**config.mk**
```make
export PLATFORM = sky130hd
export DESIGN_NAME = bpa_ctrl
export DESIGN_NICKNAME = d
export VERILOG_FILES = /design/src/hw/rtl/bpa_pkg.sv /design/src/hw/rtl/bpa_ctrl.sv
export SDC_FILE = /design/constraint.sdc
export NUM_CORES = 1
export LEC_CHECK = 0
export BUFFER_PORTS_ARGS = -buffer_cell sky130_fd_sc_hd__buf_2
export CAP_MARGIN = 10
export CORE_AREA = 2 2 39 41
export CTS_CLUSTER_DIAMETER = 60
export DETAILED_ROUTE_END_ITERATION = 7
export DIE_AREA = 0 0 41 43
export PLACE_DENSITY = 0.55
export RECOVER_POWER = 50
export SETUP_SLACK_MARGIN = 0.1
export SLEW_MARGIN = 15
export SYNTH_ARGS = -nofsm -noshare
export SYNTH_HDL_FRONTEND = slang
export SYNTH_SLANG_ARGS = --single-unit
```
**constraint.sdc**
```tcl
create_clock -name clk_i -period 3.8 [get_ports clk_i]
set_clock_uncertainty 0.1 [all_clocks]
set_input_delay 0.19 -clock clk_i [delete_from_list [all_inputs] [get_ports clk_i]]
set_output_delay 0.19 -clock clk_i [all_outputs]
set_load 0.1 [all_outputs]
```
**src/hw/rtl/bpa_pkg.sv**
```systemverilog
// Shared types, constants and helper functions for the bitmap page allocator.
// Used by the controller, the datapath and the top level.
// No dependencies.
package bpa_pkg;

  // Field widths of the stream items and the configuration register.
  localparam int unsigned KIND_W    = 3;
  localparam int unsigned IDX_W     = 12;
  localparam int unsigned CNT_W     = 13;
  localparam int unsigned PAGE_W    = 14;   // wide enough for page_index + page_count
  localparam int unsigned WORD_W    = 32;   // pages held in one bitmap row
  localparam int unsigned WORD_BITS = 5;    // log2 of WORD_W
  localparam int unsigned ROW_W     = PAGE_W - WORD_BITS;
  localparam int unsigned APB_AW    = 3;
  localparam int unsigned APB_DW    = 32;

  localparam logic [CNT_W-1:0] CNT_MAX     = '1;
  localparam int unsigned      TOTAL_RST   = 32'h1000;
  localparam int unsigned      STORE_LIMIT = 8192;

  // Register select on paddr[2]: total_pages is the only register.
  localparam logic REG_TOTAL_PAGES = 1'b0;

  // Item kinds; the remaining codes are undefined and change nothing.
  typedef enum logic [KIND_W-1:0] {
    KIND_ALLOC     = 3'd0,
    KIND_FREE      = 3'd1,
    KIND_LOCK      = 3'd2,
    KIND_RESERVE   = 3'd3,
    KIND_UNRESERVE = 3'd4
  } kind_e;

  // Controller states, one-hot.
  typedef enum logic [5:0] {
    S_CLEAR = 6'b000001,
    S_IDLE  = 6'b000010,
    S_PREP  = 6'b000100,
    S_READ  = 6'b001000,
    S_MOD   = 6'b010000,
    S_DONE  = 6'b100000
  } state_e;

  // Commands from the controller to the datapath.
  typedef struct packed {
    logic load_item;
    logic prep;
    logic rd;
    logic modify;
    logic clr;
    logic out_load;
  } bpa_cmd_t;

  // Status from the datapath to the controller.
  typedef struct packed {
    logic empty;      // item needs no bitmap access
    logic finish;     // the row being modified completes the item
    logic clr_last;   // clearing pass is at its last row
  } bpa_stat_t;

  // Index of the lowest set bit of a row.
  function automatic logic [WORD_BITS-1:0] lowest_set(input logic [WORD_W-1:0] v);
    logic [WORD_BITS-1:0] r;
    r = '0;
    for (int i = WORD_W - 1; i >= 0; i--) begin
      if (v[i]) begin
        r = WORD_BITS'(i);
      end
    end
    return r;
  endfunction

  // Counter raised by n, held at its top value.
  function automatic logic [CNT_W-1:0] sat_add(input logic [CNT_W-1:0] c,
                                               input logic [WORD_BITS:0] n);
    logic [CNT_W:0] s;
    s = {1'b0, c} + (CNT_W + 1)'(n);
    return (s > {1'b0, CNT_MAX}) ? CNT_MAX : s[CNT_W-1:0];
  endfunction

  // Counter lowered by n, held at zero.
  function automatic logic [CNT_W-1:0] sat_sub(input logic [CNT_W-1:0] c,
                                               input logic [WORD_BITS:0] n);
    return (c > CNT_W'(n)) ? (c - CNT_W'(n)) : '0;
  endfunction

endpackage

```
**src/hw/rtl/bpa_ctrl.sv**
```systemverilog
// Controller state machine of the bitmap page allocator.
// Sequences clearing, row reads and row updates; owns the handshakes.
// Depends on bpa_pkg.
module bpa_ctrl
  import bpa_pkg::*;
(
  input  logic      clk_i,
  input  logic      rst_ni,
  input  logic      in_valid_i,
  output logic      in_ready_o,
  output logic      out_valid_o,
  input  logic      out_ready_i,
  input  logic      cfg_wr_i,
  input  bpa_stat_t stat_i,
  output bpa_cmd_t  cmd_o
);

  state_e state_q, state_d;
  logic   out_valid_q, out_valid_d;
  logic   accept;
  logic   out_free;

  // Handshake terms.
  assign in_ready_o  = (state_q == S_IDLE);
  assign accept      = in_valid_i & in_ready_o;
  assign out_free    = ~out_valid_q | out_ready_i;
  assign out_valid_o = out_valid_q;

  // Commands decoded from the state.
  always_comb begin
    cmd_o           = '0;
    cmd_o.load_item = accept;
    cmd_o.prep      = (state_q == S_PREP);
    cmd_o.rd        = (state_q == S_READ);
    cmd_o.modify    = (state_q == S_MOD);
    cmd_o.clr       = (state_q == S_CLEAR);
    cmd_o.out_load  = (state_q == S_DONE) & out_free;
  end

  // Next state; a register write always restarts the clearing pass.
  always_comb begin
    state_d = state_q;
    case (state_q)
      S_CLEAR: begin
        if (stat_i.clr_last) state_d = S_IDLE;
      end
      S_IDLE: begin
        if (accept) state_d = S_PREP;
      end
      S_PREP: begin
        state_d = stat_i.empty ? S_DONE : S_READ;
      end
      S_READ: begin
        state_d = S_MOD;
      end
      S_MOD: begin
        state_d = stat_i.finish ? S_DONE : S_READ;
      end
      S_DONE: begin
        if (out_free) state_d = S_IDLE;
      end
      default: begin
        state_d = S_CLEAR;
      end
    endcase
    if (cfg_wr_i) state_d = S_CLEAR;
  end

  // Output valid flag: set when a result is loaded, cleared when taken.
  always_comb begin
    out_valid_d = out_valid_q;
    if (cmd_o.out_load) begin
      out_valid_d = 1'b1;
    end else if (out_ready_i) begin
      out_valid_d = 1'b0;
    end
  end

  always_ff @(posedge clk_i or negedge rst_ni) begin
    if (!rst_ni) begin
      state_q     <= S_CLEAR;
      out_valid_q <= 1'b0;
    end else begin
      state_q     <= state_d;
      out_valid_q <= out_valid_d;
    end
  end

  // An accepted item is prepared in the following cycle.
  a_accept_prep: assert property (@(posedge clk_i) disable iff (!rst_ni)
    (accept && !cfg_wr_i) |=> (state_q == S_PREP))
    else $error("accepted item was not prepared");

  // A result is never loaded over one that is still waiting.
  a_no_overwrite: assert property (@(posedge clk_i) disable iff (!rst_ni)
    cmd_o.out_load |-> (!out_valid_q || out_ready_i))
    else $error("result loaded over a pending result");

  // A register write sends the block into the clearing pass.
  a_cfg_clear: assert property (@(posedge clk_i) disable iff (!rst_ni)
    cfg_wr_i |=> (state_q == S_CLEAR && !in_ready_o))
    else $error("register write did not start the clearing pass");

endmodule

```
== Word-level counts from Yosys, hierarchy flattened ==
Index checks and enable logic that the tools add are counted.
Word-level totals
  register bits after elaboration: 7
  logic and storage cells: 26
Operators by class
  equal/unequal tests: 9
  mux-type cells: 9
  bitwise operators: 4
  reductions and logical operators: 2
Operators by type and width (number)
  $mux W6: 6
  $pmux W6 S6: 1
  $eq A6 B1 Y1 const B: 1
  $eq A6 B2 Y1 const B: 1
  $eq A6 B3 Y1 const B: 1
  $eq A6 B4 Y1 const B: 1
  $eq A6 B5 Y1 const B: 1
  $eq A6 B6 Y1 const B: 1
  $ne A3 B3 Y1 const B: 2
  $ne A3 B1 Y1 const B: 1
  $reduce_and A3 Y1: 1
  $and A1 B1 Y1: 2
  $mux W1: 2
  $reduce_bool A2 Y1: 1
  $not A1 Y1: 1
  $or A1 B1 Y1: 1

== Depth between registers and ports, before layout ==
Gate-level depths: netlist of run 1.
  word-level depth: 5
  mapped depth: 6
  depth with buffers taken out: 3

== Worst setup path before layout of run 1 ==
No wires, ideal clock.
  kind: flip-flop to output port
  start: register state_q[4]
  end: output cmd_o[5] (netlist bit)
  data arrival time: 2.899 ns
  required time: 3.510 ns
  setup slack: 0.611 ns
  cell stages (with the launch flop): 6
  buffers on the path: 2
  path through: dfrtp_1 or4_1 buf_2 nor2_1 and2_1 buf_4
On the way
  word-level cells in the longest chain between the ends: 2
RTL lines
  from (decl): line bpa_ctrl.sv:18  | state_e state_q, state_d;
  from (signal assigned): line bpa_ctrl.sv:84  | state_q <= state_d;
  $eq A6 B2 Y1: line bpa_ctrl.sv:24  | assign in_ready_o = (state_q == S_IDLE);
  via in_ready_o: line bpa_ctrl.sv:10  | output logic in_ready_o,
  $and A1 B1 Y1: line bpa_ctrl.sv:25  | assign accept = in_valid_i & in_ready_o;
  to (decl): line bpa_ctrl.sv:15  | output bpa_cmd_t cmd_o
The timed path passes the listed nets, and every way through them passes these cells.

==> key figures, run 1 <==
CTS
  – # clock sinks: 7
  – CTS resizes: 0
  – Clock Tree Buf Depth: 2
  – CTS tree: yes
  – Clock Pin Slew Worst Setup and Hold Paths: 0.05 ns
  – Htree depth: 1
  – Cts bufs inserted: 3
  – Skew-Pair Late Insertion Delay: 0.25 ns
  – Clock root cell: clkbuf_4

Floorplan
  – Core ar.: 1380 sq um
  – Die ar.: 1760 sq um
  – DIE HEIGHT: 43 um
  – Top-Level Pins: 16
  – Die width: 41 um
  – Initial Utilization: 0.338
  – Cell Rows: 14

Global route
  – GRT Util Overall: 0.144
  – Antenna violations before repair: 0
  – M3 GR Usage: 0.0314
  – Grt met1 use: 0.199
  – GR peak layer: met2
  – First-pass GRT wire length: 1720 um
  – GR Layer Usage met2: 0.200
  – Grt total ovfl: 0
  – Largest net degree at the start of global routing: 10
  – Vias in the first global route: 403

Worst setup path
  – RR Startpoint: state_q[4]$_DFFE_PN0P_
  – Critical Path End Type: output pin
  – CP Class: reg -> out
  – CP arrival: 2.05 ns
  – Startpoint Class: flop
  – Max stage delay on crit path: 0.63 ns
  – Crit path from: state_q[4]$_DFFE_PN0P_
  – Worst reg-to-reg path cell count: 3
  – Max FO, Critical Path: 8
  – Worst path required time: 3.51 ns
  – Cell Chain, Critical Path: or4_1 -> nor2_1 -> and2_1 -> buf_2
  – Worst path slowest cell: or4_1

Synth
  – Post-synth top area share: 0.321
  – Cell count after synthesis: 51
  – Share of synthesized registers carrying an async set or reset: 1.00
  – Synth Area per Inst: 9.18 sq um
  – Netlist area before placement: 468 sq um
  – Seq/Total Area, Yosys: 0.377
  – YS warnings: 0
  – Post-synth net total: 59
  – Ranking of synthesized cells by area: dfrtp_1 32%, dfstp_2 5.6%, nor4b_1 5.6%, nand3b_1 4.8%, nor2_1 4.8%
  – Netlist cell types: 27
  – #FFs+latches synth: 7
  – Number of synthesized flops with an enable pin: 0
  – Post-synth top cells: 6 x dfrtp_1, 6 x nor2_1
  – Cell taking the most area after synthesis: dfrtp_1
  – Synth Flop Type: dfrtp_1

Routing
  – Drt via density: 5.41
  – Total routed wirelength: 1040 um
  – Drc violations: 0
  – Wire per inst: 12.5 um
  – DR iter-0 viols: 8
  – Post-route ant nets: 0
  – TritonRoute pass-1 iters: 4
  – Vias: 449

Timing
  – Final worst slack: 1.46 ns
  – Final Cycle Share: 0.617
  – Least-Margin Pin Slew: 1.17 ns
  – Final hold viol count: 0
  – Fmax: 427 MHz
  – Tmin final: 2.34 ns
  – Finish-stage setup viols: 0
  – Hold Slack: 0.0397 ns
  – Unrepaired setup endpoints after global routing: false
  – Relative slew slack: 0.225
  – TNS Setup: 0 ns
  – Max-slew violations: 0

Worst hold path
  – Hold Path Class: in -> reg
  – HP Start: out_ready_i
  – Hold Path Stages: 2

Power
  – PD cells: 342 nW/um^2
  – Peak VDD IR: 0.191 mV
  – Leakage: 0.000276 uW

Place
  – Final RePlAce weighted congestion: 0.687
  – Pre-CTS setup slack: 1.73 ns
  – # port buffers: 15
  – Dpl cells: 78
  – DP HPWL: 774 um
  – Post-place instance area: 538 sq um

Layout
  – Inserted Diodes: 0
  – Share of layout cells above drive strength 1: 0.284
  – NumNets Final: 76
  – Area Overhead vs Synth: 22.2%
  – Final cell count without fillers: 83
  – Post-route cell area: 572 sq um

Job
  – Max-Cap Viols: 0

Status
  – Status: complete, no violations
-- registers in the layout (all words and copies together) (netlist names) --
name         flops
out_valid_o      1
state_q          6
-- power breakdown --
| part | leakage (uW) | internal, uW | switching [uW] |
|---|---|---|---|
| clock | 0.0000150 | 40.0 | 27.1 |
| combinational | 0.000168 | 13.0 | 33.4 |
| sequential | 0.0000934 | 77.9 | 4.15 |
| total | 0.000276 | 131 | 64.7 |
-- per-layer routing --
metal	wire (um)	share of wire
met1	482	0.47
met2	468	0.45
met3	72	0.070
met4	12	0.012
met5	0	0
-- repair_timing --
item	4_1_cts	5_1_grt
hold buffers	1	0
setup endpoints to repair	0	0
endpoints found under the hold margin	7	0
setup buffers	0	0
-- layout by cell type, fill, tap and decap left out, drive strengths merged --
| cell | count |
|---|---|
| or3 | 1 |
| nor3 | 3 |
| nand2b | 3 |
| xor2 | 1 |
| and3b | 1 |
| nor4b | 3 |
| a211oi | 1 |
| a2111oi | 1 |
| clkbuf | 6 |
| nand3b | 3 |
| and4b | 1 |
| dfrtp | 6 |
| or2b | 1 |
| o21ai | 1 |
| nand2 | 1 |
| or4 | 2 |
| inv | 2 |
| dlygate4sd3 | 1 |
| and2 | 1 |
| nor2 | 6 |
| buf | 13 |
| o21ba | 1 |
| and4 | 1 |
| dfstp | 1 |
| o22a | 1 |
| a211o | 1 |
| a2bb2oi | 1 |
| a21oi | 3 |
-- cell type report --
class                           instances  area [sq um]
Clock buffer                            4          26.3
Fill cell                             147           812
Inverter                                2          7.51
Multi-Input combinational cell         38           259
Sequential cell                         7           176
Tap cell                               16          20.0
Timing Repair Buffer                   16          82.6
-- per-stage QoR --
step / power, uW / util
6_report: 196 / 0.413
3_5_place_dp: 129 / 0.389
4_1_cts: 198 / 0.415
3_3_place_gp: 129 / 0.389
2_1_floorplan: 117 / -
5_1_grt: 206 / 0.413
-- worst max-delay path: cells and delay by family, from the launching register on --
family / cells / cell delay, ns
buffers and inverters: 1 / 0.42
and+or+nand+nor: 3 / 0.96
DFF: 1 / 0.43
-- kinds of logic (layout without fill, tap and decap cells) --
kind of cell	Yosys count	count (layout)	share of synthesized area
and+or+nand+nor	27	27	0.366
AOI/OAI and AO/OA	10	10	0.168
DFF	7	7	0.377
buffers and inverters	6	22	0.0695
xor gates and xnor gates	1	1	0.0187
-- path summary, 6_finish.rpt --
path	end	slack, ns
worst max-delay path	cmd_o[5]	1.46
worst min-delay path	out_valid_o$_DFFE_PN0P_	0.04
worst max register to register	state_q[1]$_DFFE_PN0P_	1.76
worst min register to register	out_valid_o$_DFFE_PN0P_	0.46
max in group asynchronous	state_q[0]$_DFFE_PN1P_	3.02
min in group asynchronous	state_q[1]$_DFFE_PN0P_	0.27
Power figures use the tool's default switching activity.
==> inputs of run 2 (changes only) <==
--- a/config.mk
+++ b/config.mk
@@ -5,13 +5,14 @@
 export SDC_FILE = /design/constraint.sdc
 export NUM_CORES = 1
 export LEC_CHECK = 0
+export ABC_AREA = 1
 export BUFFER_PORTS_ARGS = -buffer_cell sky130_fd_sc_hd__buf_2
 export CAP_MARGIN = 10
 export CORE_AREA = 2 2 39 41
 export CTS_CLUSTER_DIAMETER = 60
 export DETAILED_ROUTE_END_ITERATION = 7
 export DIE_AREA = 0 0 41 43
-export PLACE_DENSITY = 0.55
+export PLACE_DENSITY = 0.58
 export RECOVER_POWER = 50
 export SETUP_SLACK_MARGIN = 0.1
 export SLEW_MARGIN = 15
==> constraint.sdc (replaced) <==
create_clock -name clk_i -period 2.4 [get_ports clk_i]
set_clock_uncertainty 0.1 [all_clocks]
set_input_delay 0.12 -clock clk_i [delete_from_list [all_inputs] [get_ports clk_i]]
set_output_delay 0.12 -clock clk_i [all_outputs]
set_load 0.1 [all_outputs]
==> run 2 against run 1 <==
Against the previous run:
- first-iteration DRC count down 38%
- synthesized cell count up 39%
- cell count up 27%
- area after synthesis up 5.9%
- critical path depth unchanged
- core utilization up 1.6 points
- clock power up 56%
- count of clock-buffer cells in the layout unchanged
- die area unchanged
- non-clock buffer count unchanged
- sequential power up 63%
- flip-flop and latch count unchanged
- critical path type unchanged
- highest routed layer unchanged
==> key figures, run 2 <==
Synth
  – #FFs+latches synth: 7 (unchanged)
  – Number of synthesized flops with an enable pin: 0 (unchanged)
  – Ranking of synthesized cells by area: dfrtp_1 30%, inv_1 12%, nor2_1 11%, nand3_2 10%, nand2_1 9.8% (was dfrtp_1 32%, dfstp_2 5.6%, nor4b_1 5.6%, nand3b_1 4.8%, nor2_1 4.8%)
  – Post-synth net total: 79 (was 59)
  – Seq/Total Area, Yosys: 0.356 (was 0.377)
  – Cell count after synthesis: 71 (was 51)
  – Share of synthesized registers carrying an async set or reset: 1.00 (unchanged)
  – Synth Area per Inst: 6.98 sq um (was 9.18 sq um)
  – Netlist cell types: 16 (was 27)
  – Cell taking the most area after synthesis: dfrtp_1 (unchanged)
  – Netlist area before placement: 495 sq um (was 468 sq um)
  – Post-synth top cells: 16 x inv_1, 14 x nor2_1, 13 x nand2_1, 6 x dfrtp_1, 5 x nand3_2 (was 6 x dfrtp_1, 6 x nor2_1)
  – Most frequent cell after synthesis: inv_1
  – Synth Flop Type: dfrtp_1 (unchanged)
  – YS warnings: 0 (unchanged)
  – Post-synth top area share: 0.303 (was 0.321)

Routing
  – TritonRoute pass-1 iters: 4 (unchanged)
  – DR iter-0 viols: 5 (was 8)
  – Met2 WL post-DR: 441 um (was 468 um)
  – Post-route ant nets: 0 (unchanged)
  – Drc violations: 0 (unchanged)
  – Wire per inst: 8.53 um (was 12.5 um)
  – Vias: 461 (was 449)
  – M1 wire length: 393 um (was 482 um)
  – Drt via density: 4.39 (was 5.41)
  – Top sig layer: met4 (unchanged)
  – Routed met3 length: 38 um (was 72 um)
  – Total routed wirelength: 896 um (was 1040 um)

Global route
  – First-pass GRT wire length: 1610 um (was 1720 um)
  – GRT Util Overall: 0.137 (was 0.144)
  – Vias in the first global route: 440 (was 403)
  – Largest net degree at the start of global routing: 8 (was 10)
  – Antenna violations before repair: 0 (unchanged)
  – Grt total ovfl: 0 (unchanged)

Layout
  – Final cell count without fillers: 105 (was 83)
  – Fill cells: 154 (was 147)
  – Largest Register: state_q (unchanged)
  – Share of layout cells above drive strength 1: 0.303 (was 0.284)
  – NumNets Final: 98 (was 76)
  – Max FFs per register: 6 (unchanged)
  – Inserted Diodes: 0 (unchanged)
  – Leading cell types in the layout, fill and taps excluded: 16 x inv_1, 16 x nor2_1, 13 x nand2_1, 13 x buf_2, 6 x dfrtp_1 (was 13 x buf_2, 6 x nor2_1, 6 x dfrtp_1)
  – Area Overhead vs Synth: 19.9% (was 22.2%)

CTS
  – Clock Tree Buf Depth: 2 (unchanged)
  – Clock root cell: clkbuf_4 (unchanged)
  – CTS tree: yes (unchanged)
  – Skew-Pair Late Insertion Delay: 0.25 ns (about the same)
  – Post-CTS setup buffers: 0 (unchanged)
  – Cts bufs inserted: 3 (unchanged)
  – Clock Pin Slew Worst Setup and Hold Paths: 0.05 ns (about the same)
  – Htree depth: 1 (unchanged)
  – # clock sinks: 7 (unchanged)

Timing
  – Least-Margin Pin Slew: 1.16 ns (was 1.17 ns)
  – Relative slew slack: 0.232 (was 0.225)
  – Fmax: 520 MHz
  – Final Cycle Share: 0.801
  – Final hold viol count: 0 (unchanged)
  – Max-slew violations: 0 (unchanged)
  – Finish-stage setup viols: 0 (unchanged)
  – TNS Setup: 0 ns (unchanged)
  – Tmin final: 1.92 ns
  – Unrepaired setup endpoints after global routing: false (unchanged)
  – Hold Slack: 0.00870 ns (was 0.0397 ns)

Worst hold path
  – Hold Path Class: in -> reg (unchanged)
  – Hold Path Stages: 2 (unchanged)

Worst setup path
  – CP arrival: 1.70 ns (was 2.05 ns)
  – Max stage delay on crit path: 0.43 ns (was 0.63 ns)
  – Worst path slowest cell: buf_2 (was or4_1)
  – Cell Chain, Critical Path: nor2_1 -> nand3_2 -> nor2_1 -> buf_2 (was or4_1 -> nor2_1 -> and2_1 -> buf_2)
  – Worst path depth: 4 (unchanged)
  – Worst reg-to-reg path cell count: 6 (was 3)
  – CP Class: reg -> out (unchanged)
  – WP buf/inv: 1 (unchanged)
  – CP dominant cell by count: nor2_1
  – Max FO, Critical Path: 5 (was 8)
  – Worst path required time: 2.18 ns (was 3.51 ns)
  – Startpoint Class: flop (unchanged)
  – Largest delay contributor family on the critical path: simple AND/OR/NAND/NOR gates (unchanged)
  – Critical Path End Type: output pin (unchanged)

Floorplan
  – Cell Rows: 14 (unchanged)
  – Initial Utilization: 0.358 (was 0.338)
  – DIE HEIGHT: 43 um (unchanged)
  – Die ar.: 1760 sq um (unchanged)
  – Top-Level Pins: 16 (unchanged)
  – Core ar.: 1380 sq um (unchanged)
  – Die width: 41 um (unchanged)

Power
  – Leakage: 0.000387 uW (was 0.000276 uW)
  – Peak VDD IR: 0.455 mV (was 0.191 mV)
  – PD cells: 640 nW/um^2 (was 342 nW/um^2)

Job
  – Max-Cap Viols: 0 (unchanged)

Place
  – DP HPWL: 763 um (was 774 um)
  – # port buffers: 15 (unchanged)
  – Final RePlAce weighted congestion: 0.766 (was 0.687)
  – Dpl cells: 100 (was 78)

Status
  – Status: complete, no violations (unchanged)
run 2: cell types whose count changed after synthesis, moves of 3 or more:
cell      delta
a21oi_1      -3
nor2_4       +3
nor4b_1      -3
nand3b_1     -3
nand3_2      +5
nand2_1     +12
inv_1       +14
nand2b_1     -3
nor2_1       +8
nand3_1      +3
run 2: logic make-up (layout without fill, tap and decap cells):
group,count (synthesis),count (layout),share of synthesized area
buf+inv,20,38,0.167
compound gates,3,3,0.0379
flops,7,7,0.356
simple gates,41,41,0.439
run 2: what timing repair did:
item                                   CTS  global route
hold buffers                             1             0
setup endpoints to repair                0             0
endpoints found under the hold margin    7             0
resized for setup                        0             0
run 2: report_power, final:
part / switching, uW / internal, uW / leakage (uW)
logic: 112 / 28.9 / 0.000280
registers: 6.08 / 128 / 0.0000923
clock network: 41.8 / 63.3 / 0.0000150
total: 160 / 220 / 0.000387
run 2: worst paths after layout:
kind	startpoint	to	slack, ns
max in group asynchronous	rst_ni	state_q[0]$_DFFE_PN1P_	1.70
min	cfg_wr_i	state_q[3]$_DFFE_PN0P_	0.009
max	state_q[3]$_DFFE_PN0P_	cmd_o[5]	0.48
min in group asynchronous	rst_ni	state_q[5]$_DFFE_PN0P_	0.19
min reg2reg	state_q[2]$_DFFE_PN0P_	state_q[4]$_DFFE_PN0P_	0.51
max reg2reg	state_q[1]$_DFFE_PN0P_	state_q[0]$_DFFE_PN1P_	1.02
run 2: area by class of cell:
type | count | area (sq um) | area share
well taps | 16 | 20.0 | 0.0337
inverters | 18 | 67.6 | 0.114
multi-input cells | 44 | 221 | 0.373
flip-flops and latches | 7 | 176 | 0.297
clock buffers | 4 | 26.3 | 0.0442
repair buffers | 16 | 82.6 | 0.139
run 2: through the flow:
| stage | power (uW) | worst slack [ns] | utilization | area, sq um |
|---|---|---|---|---|
| final | 380 | 0.477 | 0.429 | 594 |
| after global routing | 401 | 0.369 | 0.429 | 594 |
| after CTS | 394 | 0.630 | 0.442 | 612 |
| after detailed placement | 284 | 0.911 | 0.416 | 576 |
| after global placement | 285 | 0.899 | 0.416 | 576 |
| after floorplan | 260 | 0.534 | - | 495 |
run 2: metal layers:
metal | GRT usage | up-vias
met2 | 0.213 | 12
met5 | 0 | -
met1 | 0.164 | 205
met4 | 0.100 | 0
met3 | 0.0157 | 2
li1 | - | 242
